===== config.mk =====
export PLATFORM = sky130hd
export DESIGN_NAME = linear_inequality_tokenizer
export DESIGN_NICKNAME = d
export VERILOG_FILES = /design/src/hdl/lit_pkg.sv /design/src/hdl/linear_inequality_tokenizer.sv /design/src/hdl/lit_front.sv /design/src/hdl/lit_fifo.sv /design/src/hdl/lit_back.sv
export SDC_FILE = /design/constraint.sdc
export NUM_CORES = 1
export LEC_CHECK = 0
export BUFFER_PORTS_ARGS = -buffer_cell sky130_fd_sc_hd__buf_2
export CAP_MARGIN = 5
export CORE_MARGIN = 2
export CORE_UTILIZATION = 47
export CTS_CLUSTER_DIAMETER = 120
export CTS_CLUSTER_SIZE = 30
export DETAILED_ROUTE_END_ITERATION = 10
export SYNTH_ARGS = -nofsm -noshare
export SYNTH_HDL_FRONTEND = slang
export SYNTH_SLANG_ARGS = --single-unit

===== constraint.sdc =====
create_clock -name clk -period 12.1 [get_ports clk]
set_input_delay 1.21 -clock clk [delete_from_list [all_inputs] [get_ports clk]]
set_output_delay 1.21 -clock clk [all_outputs]
set_load 0.02 [all_outputs]

===== src/hdl/lit_pkg.sv =====
// Shared types, codes and helpers for the linear inequality tokenizer.
// Used by every module of the block; depends on nothing.
package lit_pkg;

  // Width of the character position counter.
  localparam int PosBits = 16;

  // Token queue between front and back.
  localparam int QDepth   = 4;
  localparam int QPtrBits = $clog2(QDepth);

  typedef logic [PosBits-1:0] pos_t;

  // Request types (s_tuser)
  localparam logic ReqChar = 1'b0;
  localparam logic ReqEnd  = 1'b1;

  // Token kinds
  localparam logic [2:0] KindInt   = 3'd0;
  localparam logic [2:0] KindFloat = 3'd1;
  localparam logic [2:0] KindVar   = 3'd2;
  localparam logic [2:0] KindOp    = 3'd3;
  localparam logic [2:0] KindIneq  = 3'd4;
  localparam logic [2:0] KindErr   = 3'd5;
  localparam logic [2:0] KindEnd   = 3'd6;

  // Character codes
  localparam logic [7:0] ChDigitBelow = 8'd47;  // '/' : digits lie strictly between
  localparam logic [7:0] ChDigitAbove = 8'd58;  // ':'
  localparam logic [7:0] ChDot        = 8'h2E;
  localparam logic [7:0] ChSpace      = 8'h20;
  localparam logic [7:0] ChEq         = 8'h3D;
  localparam logic [7:0] ChPlus       = 8'h2B;
  localparam logic [7:0] ChMinus      = 8'h2D;
  localparam logic [7:0] ChLt         = 8'h3C;
  localparam logic [7:0] ChGt         = 8'h3E;
  localparam logic [7:0] ChUpperA     = 8'h41;
  localparam logic [7:0] ChUpperZ     = 8'h5A;
  localparam logic [7:0] ChLowerA     = 8'h61;
  localparam logic [7:0] ChLowerZ     = 8'h7A;

  typedef struct packed {
    logic [2:0]  kind;
    logic [7:0]  chr;
    logic [15:0] start;
    logic [15:0] len;
    logic        last;
  } token_t;

  // One item's worth of results: one or two tokens.
  typedef struct packed {
    token_t first;
    token_t second;
    logic   two;
  } bundle_t;

  typedef struct packed {
    logic empty;
    logic full;
  } fifo_status_t;

  // Clamp a position-wide value to the 16-bit output fields.
  function automatic logic [15:0] sat16(input pos_t v);
    logic [15:0] r;
    if (PosBits > 16 && v > pos_t'(17'h0FFFF)) begin
      r = 16'hFFFF;
    end else begin
      r = 16'(v);
    end
    return r;
  endfunction

endpackage


===== src/hdl/linear_inequality_tokenizer.sv =====
// Top level of the linear inequality tokenizer: front end, token queue and
// back end. Depends on lit_pkg, lit_front, lit_fifo and lit_back.
//
// Streaming tokenizer for linear inequality strings. Each input item is one
// character (s_tuser = 0) or an end-of-string marker (s_tuser = 1). The
// front end takes one item per clock whenever the four-entry token queue has
// room, including items that cause no token (spaces, '=', digits inside a
// number run, characters after an error). An item's tokens are written into
// the queue when it is accepted; its first token then moves from the queue
// into the output register that drives m_tvalid. The output port moves one
// token per cycle while m_tready is high, so a run of items that each yield
// one token flows at one item per clock; an item that yields two tokens (a
// number run closed by a token character, or an end marker after a pending
// number) holds the output for both its tokens, and the queue absorbs that
// until it fills, when s_tready drops. tlast marks the last token of an item.
// Number tokens report start position and length only; positions saturate.
module linear_inequality_tokenizer (
  input  logic        clk,
  input  logic        rst,
  input  logic        s_tvalid,
  output logic        s_tready,
  input  logic [7:0]  s_tdata,   // [7:0] char_code
  input  logic        s_tuser,   // [0] req_type
  output logic        m_tvalid,
  input  logic        m_tready,
  output logic [47:0] m_tdata,   // [2:0] token_kind, [10:3] token_char,
                                 // [26:11] start_pos, [42:27] token_length,
                                 // [47:43] zero
  output logic        m_tlast    // last_of_run
);
  import lit_pkg::*;

  fifo_status_t q_stat;
  logic         push, pop;
  bundle_t      push_data, pop_data;
  token_t       out_tok;

  lit_front u_front (
    .clk       (clk),
    .rst       (rst),
    .s_tvalid  (s_tvalid),
    .s_tready  (s_tready),
    .s_tdata   (s_tdata),
    .s_tuser   (s_tuser),
    .q_stat    (q_stat),
    .push      (push),
    .push_data (push_data)
  );

  lit_fifo u_fifo (
    .clk       (clk),
    .rst       (rst),
    .push      (push),
    .push_data (push_data),
    .pop       (pop),
    .pop_data  (pop_data),
    .stat      (q_stat)
  );

  lit_back u_back (
    .clk      (clk),
    .rst      (rst),
    .q_stat   (q_stat),
    .pop      (pop),
    .pop_data (pop_data),
    .m_tvalid (m_tvalid),
    .m_tready (m_tready),
    .out_tok  (out_tok)
  );

  // pack the token, first field in the low bits
  assign m_tdata = {5'b0, out_tok.len, out_tok.start, out_tok.chr, out_tok.kind};
  assign m_tlast = out_tok.last;

endmodule


===== src/hdl/lit_front.sv =====
// Front end: accepts characters, holds the scan state and turns each item
// into a bundle of zero, one or two tokens. Depends on lit_pkg.
module lit_front (
  input  logic                  clk,
  input  logic                  rst,
  input  logic                  s_tvalid,
  output logic                  s_tready,
  input  logic [7:0]            s_tdata,   // [7:0] char_code
  input  logic                  s_tuser,   // [0] req_type
  input  lit_pkg::fifo_status_t q_stat,
  output logic                  push,
  output lit_pkg::bundle_t      push_data
);
  import lit_pkg::*;

  pos_t char_position, char_position_next;
  pos_t number_start, number_start_next;
  logic number_active, number_active_next;
  logic decimal_seen, decimal_seen_next;
  logic halted_on_error, halted_on_error_next;

  logic   accept;
  logic   digit, letter, is_op, is_ineq, skip;
  pos_t   pos_inc;
  token_t num_tok, chr_tok, end_tok;
  logic   has_chr;

  assign s_tready = !q_stat.full;
  assign accept   = s_tvalid && s_tready;

  assign digit   = (s_tdata > ChDigitBelow) && (s_tdata < ChDigitAbove);
  assign letter  = ((s_tdata >= ChUpperA) && (s_tdata <= ChUpperZ)) ||
                   ((s_tdata >= ChLowerA) && (s_tdata <= ChLowerZ));
  assign is_op   = (s_tdata == ChPlus) || (s_tdata == ChMinus);
  assign is_ineq = (s_tdata == ChLt) || (s_tdata == ChGt);
  assign skip    = (s_tdata == ChSpace) || (s_tdata == ChEq);

  // saturating advance
  assign pos_inc = (char_position == '1) ? char_position : char_position + pos_t'(1);

  always_comb begin
    num_tok.kind  = decimal_seen ? KindFloat : KindInt;
    num_tok.chr   = 8'd0;
    num_tok.start = sat16(number_start);
    num_tok.len   = sat16(char_position - number_start);
    num_tok.last  = 1'b0;

    end_tok.kind  = KindEnd;
    end_tok.chr   = 8'd0;
    end_tok.start = sat16(char_position);
    end_tok.len   = 16'd0;
    end_tok.last  = 1'b1;

    chr_tok.chr   = s_tdata;
    chr_tok.start = sat16(char_position);
    chr_tok.len   = 16'd1;
    chr_tok.last  = 1'b1;
    if (letter) begin
      chr_tok.kind = KindVar;
    end else if (is_op) begin
      chr_tok.kind = KindOp;
    end else if (is_ineq) begin
      chr_tok.kind = KindIneq;
    end else begin
      chr_tok.kind = KindErr;
    end
    has_chr = !skip && !digit;
  end

  always_comb begin
    char_position_next   = char_position;
    number_start_next    = number_start;
    number_active_next   = number_active;
    decimal_seen_next    = decimal_seen;
    halted_on_error_next = halted_on_error;
    push                 = 1'b0;
    push_data            = '0;

    if (accept) begin
      if (s_tuser == ReqEnd) begin
        push = 1'b1;
        if (number_active) begin
          push_data.first  = num_tok;
          push_data.second = end_tok;
          push_data.two    = 1'b1;
        end else begin
          push_data.first = end_tok;
        end
        char_position_next   = '0;
        number_start_next    = '0;
        number_active_next   = 1'b0;
        decimal_seen_next    = 1'b0;
        halted_on_error_next = 1'b0;
      end else if (!halted_on_error) begin
        if (number_active && (digit || (s_tdata == ChDot && !decimal_seen))) begin
          // run continues
          char_position_next = pos_inc;
          if (s_tdata == ChDot) begin
            decimal_seen_next = 1'b1;
          end
        end else begin
          // an open run ends here
          number_active_next = 1'b0;
          decimal_seen_next  = 1'b0;
          if (skip) begin
            char_position_next = pos_inc;
          end else if (digit) begin
            number_active_next = 1'b1;
            number_start_next  = char_position;
            char_position_next = pos_inc;
          end else if (letter || is_op || is_ineq) begin
            char_position_next = pos_inc;
          end else begin
            halted_on_error_next = 1'b1;
          end

          if (number_active) begin
            push            = 1'b1;
            push_data.first = num_tok;
            if (has_chr) begin
              push_data.second = chr_tok;
              push_data.two    = 1'b1;
            end else begin
              push_data.first.last = 1'b1;
            end
          end else if (has_chr) begin
            push            = 1'b1;
            push_data.first = chr_tok;
          end
        end
      end
    end
  end

  always_ff @(posedge clk) begin
    if (rst) begin
      char_position   <= '0;
      number_start    <= '0;
      number_active   <= 1'b0;
      decimal_seen    <= 1'b0;
      halted_on_error <= 1'b0;
    end else begin
      char_position   <= char_position_next;
      number_start    <= number_start_next;
      number_active   <= number_active_next;
      decimal_seen    <= decimal_seen_next;
      halted_on_error <= halted_on_error_next;
    end
  end

endmodule


===== src/hdl/lit_fifo.sv =====
// Short token queue between front and back end, one bundle per entry.
// Depends on lit_pkg.
module lit_fifo (
  input  logic                  clk,
  input  logic                  rst,
  input  logic                  push,
  input  lit_pkg::bundle_t      push_data,
  input  logic                  pop,
  output lit_pkg::bundle_t      pop_data,
  output lit_pkg::fifo_status_t stat
);
  import lit_pkg::*;

  bundle_t             mem [QDepth];
  logic [QPtrBits-1:0] wr_ptr;
  logic [QPtrBits-1:0] rd_ptr;
  logic [QPtrBits:0]   count;

  assign stat.empty = (count == '0);
  assign stat.full  = (count == (QPtrBits+1)'(QDepth));
  assign pop_data   = mem[rd_ptr];

  always_ff @(posedge clk) begin
    if (push) begin
      mem[wr_ptr] <= push_data;
    end
  end

  always_ff @(posedge clk) begin
    if (rst) begin
      wr_ptr <= '0;
      rd_ptr <= '0;
      count  <= '0;
    end else begin
      if (push) begin
        wr_ptr <= wr_ptr + 1'b1;
      end
      if (pop) begin
        rd_ptr <= rd_ptr + 1'b1;
      end
      case ({push, pop})
        2'b10:   count <= count + 1'b1;
        2'b01:   count <= count - 1'b1;
        default: count <= count;
      endcase
    end
  end

endmodule


===== src/hdl/lit_back.sv =====
// Back end: drains token bundles from the queue and presents one token per
// cycle while m_tready is high, in an output register, holding the second
// token of a pair aside. Depends on lit_pkg.
module lit_back (
  input  logic                  clk,
  input  logic                  rst,
  input  lit_pkg::fifo_status_t q_stat,
  output logic                  pop,
  input  lit_pkg::bundle_t      pop_data,
  output logic                  m_tvalid,
  input  logic                  m_tready,
  output lit_pkg::token_t       out_tok
);
  import lit_pkg::*;

  logic   out_valid;
  logic   pend_valid;
  token_t pend_tok;
  logic   load;

  assign load     = !out_valid || m_tready;
  assign pop      = load && !pend_valid && !q_stat.empty;
  assign m_tvalid = out_valid;

  always_ff @(posedge clk) begin
    if (rst) begin
      out_valid  <= 1'b0;
      pend_valid <= 1'b0;
    end else if (load) begin
      if (pend_valid) begin
        out_valid  <= 1'b1;
        pend_valid <= 1'b0;
      end else if (!q_stat.empty) begin
        out_valid  <= 1'b1;
        pend_valid <= pop_data.two;
      end else begin
        out_valid <= 1'b0;
      end
    end
  end

  always_ff @(posedge clk) begin
    if (load) begin
      if (pend_valid) begin
        out_tok <= pend_tok;
      end else if (!q_stat.empty) begin
        out_tok  <= pop_data.first;
        pend_tok <= pop_data.second;
      end
    end
  end

endmodule


==> results.yml <==
synth:
  synthTopCellsByCount: "edfxtp_1, mux4_2, nor2_1"
  synth_cells: 1016
  synth_area_um2: 16800
  synthFlopType: "edfxtp_1"
  yosys.area.top_type: "edfxtp_1"
  yosysSeqAreaShare_pct: 70.6
  netlist_top_cells_area: "edfxtp_1, mux4_2, dfxtp_1, mux2_2, ha_1"
  async_flop_share_pct: 0
  synth.most_common_cell: "edfxtp_1"
  yosysTopAreaCellShare_pct: 65.1
  ys_types: 67
  yosys_warnings: 0
  syn_area_per_cell_um2: 16.6
  synth-edff-count: 365
  ys_ff_latch: 411
worst_setup_path:
  cp_slowest_cell: "nor2b_4"
  required_ps: 12260
  worstPathArrival_ps: 4230
  reg2regPathDepth: 7
  cp_cell_sequence: "buf_2 -> and4bb_1 -> a32o_1 -> and2_1 -> nand2_1 -> a31oi_2 -> buf_4 -> nor2b_4 -> buf_4"
  crit_path_start_kind: "primary input"
  endpoint_kind: "register"
  criticalPathCategory: "primary input to register"
  max_stage_delay_ps: 820
  path_max_fanout: 46
  cp_common_cell: "buf_4"
worst_hold_path:
  hp-class: "register to register"
  holdPathStages: 2
grt:
  grt_max_degree: 49
  top_usage_layer: "met2"
  use_met2_pct: 29.6
  grtUsageTotal_pct: 17.4
  antenna_found_initial: 0
  grt_overflow: 0
  grtUsageMet3_pct: 2.27
  grt_use_met1_pct: 24.5
  grt_pass1_vias: 8760
  grt_pass1_wl_um: 50900
power_and_ir_drop:
  power_leakage_nw: 5.75
  peakVddDrop_v: 0.000116
  p_per_area_nw_per_um2: 194
  p_total_mw: 3.51
clocking:
  insertion_delay_ps: 530
  clockBufferDepth: 3
  cts.htree.levels: 1
  ctsResizeCount: 0
  cts_tree: "built"
  cts_hold_buf: 0
  cts_setup_buffers: 0
  numCtsBuffers: 17
  clock_sinks: 411
  clock-root-buffer: "clkbuf_16"
  path_clk_slew_ps: 110
sta:
  max_freq_mhz: 246
  hold_viol: 0
  post-route-period-util_pct: 33.6
  setup_ws_ps: 8030
  drv_slew: 0
  setup_viol: 0
  period_needed_ps: 4070
  fin_skew_ps: 22.8
  fin_hold_ws_ps: 492
  tightest_slew_ps: 1010
  rsz0062_at_grt: "no"
  finalSetupTns_ps: 0
  slew-limit-headroom_pct: 32.6
die:
  dieArea_um2: 37400
  start_util_pct: 47.6
  die_h_um: 193
  core_um2: 35400
  die_x_um: 193
  pin_count: 64
  rows: 69
route:
  final_antenna_net_count: 0
  wirelength_um: 32700
  drt-initial-drc-count: 504
  first_pass_iters: 5
  vias_per_cell: 5.61
  drc: 0
  wl_per_cell_um: 21.4
  vias: 8572
final_layout:
  diodes: 0
  drive_gt1_share_pct: 19.9
  final_nets: 1093
  areaGrowthSynthToFinish_pct: 7.40
  finish.utilization_pct: 51.1
placement:
  port_buffers: 58
  place_congestion: 0.812
  dpl_worst_slack_ps: 7440
  dp_hpwl_um: 19800
job:
  maxCapViolCount: 0
run_status:
  status: "finished clean"
==> sequential cells by signal (all words and copies together), names as in the netlist, named ones only <==
signal / flops
u_back.pend_valid: 1
u_back.pend_tok: 29
u_front.char_position: 16
u_fifo.mem: 292
u_fifo.rd_ptr: 2
u_front.number_start: 16
u_front.halted_on_error: 1
u_fifo.wr_ptr: 2
u_fifo.count: 3
u_back.out_tok: 44
u_back.m_tvalid: 1
u_front.decimal_seen: 1
u_front.number_active: 1
==> final timing paths <==
path | from | end | slack, ps
worst max-delay path | s_tdata[4] | u_fifo.mem[2][44] | 8030
worst min-delay path | u_front.number_start[4] | u_front.number_start[4] | 490
worst max register to register | u_fifo.count[0] | u_fifo.mem[2][44] | 8380
worst min register to register | u_front.number_start[4] | u_front.number_start[4] | 490
==> cell families (layout without fill, tap and decap cells) <==
kind of cell / after synthesis / in the layout / share of synthesized area, %
DFF: 411 / 411 / 70.6
and+or+nand+nor: 242 / 242 / 7.35
AOI/OAI and AO/OA: 121 / 121 / 4.40
muxes: 119 / 119 / 12.7
buffers and inverters: 81 / 128 / 2.19
adders and majority gates: 24 / 24 / 1.87
xor gates and xnor gates: 17 / 17 / 0.884
other: 1 / 5 / 0.0223
==> metal layers <==
| layer | vias up | share of wire, % |
|---|---|---|
| met4 | 0 | 1.3 |
| met3 | 33 | 3.3 |
| met2 | 119 | 50 |
| met5 | - | 0 |
| met1 | 4448 | 46 |
| li1 | 3972 | - |
==> cell type report <==
type,count,area [um2]
tap,461,577
inverter,28,105
clock inverter,2,20.0
fill,2954,17300
clock buffer,28,467
multi-input combinational,528,4640
timing repair buffer,70,380
sequential,411,11900
==> cells in the final DEF, fill, tap and decap left out, drive strengths merged, types with 22 or more instances in the layout <==
master    n
nor2     70
nand3    24
o21ai    25
clkbuf   28
nor2b    25
nand2    41
a21oi    51
inv      30
edfxtp  365
and2     29
buf      70
mux4     73
mux2     29
dfxtp    46
ha       22
==> critical path: cells and delay by family <==
kind,cells,cell delay [ps]
AND/OR/NAND/NOR,4,1410
buffers and inverters,3,1190
AO/OA/AOI/OAI,2,370
==> stage by stage <==
step	instances	cell area [um2]
2_1_floorplan	1020	16900
3_3_place_gp	1498	17600
3_5_place_dp	1498	17600
4_1_cts	1528	18100
5_1_grt	1528	18100
6_report	1528	18100
==> where the power goes <==
part           switching (mW)  internal (mW)
clock network           0.408          0.274
logic                   0.502          0.365
registers               0.105           1.86
Note: power is estimated with default switching activity, not from simulation.
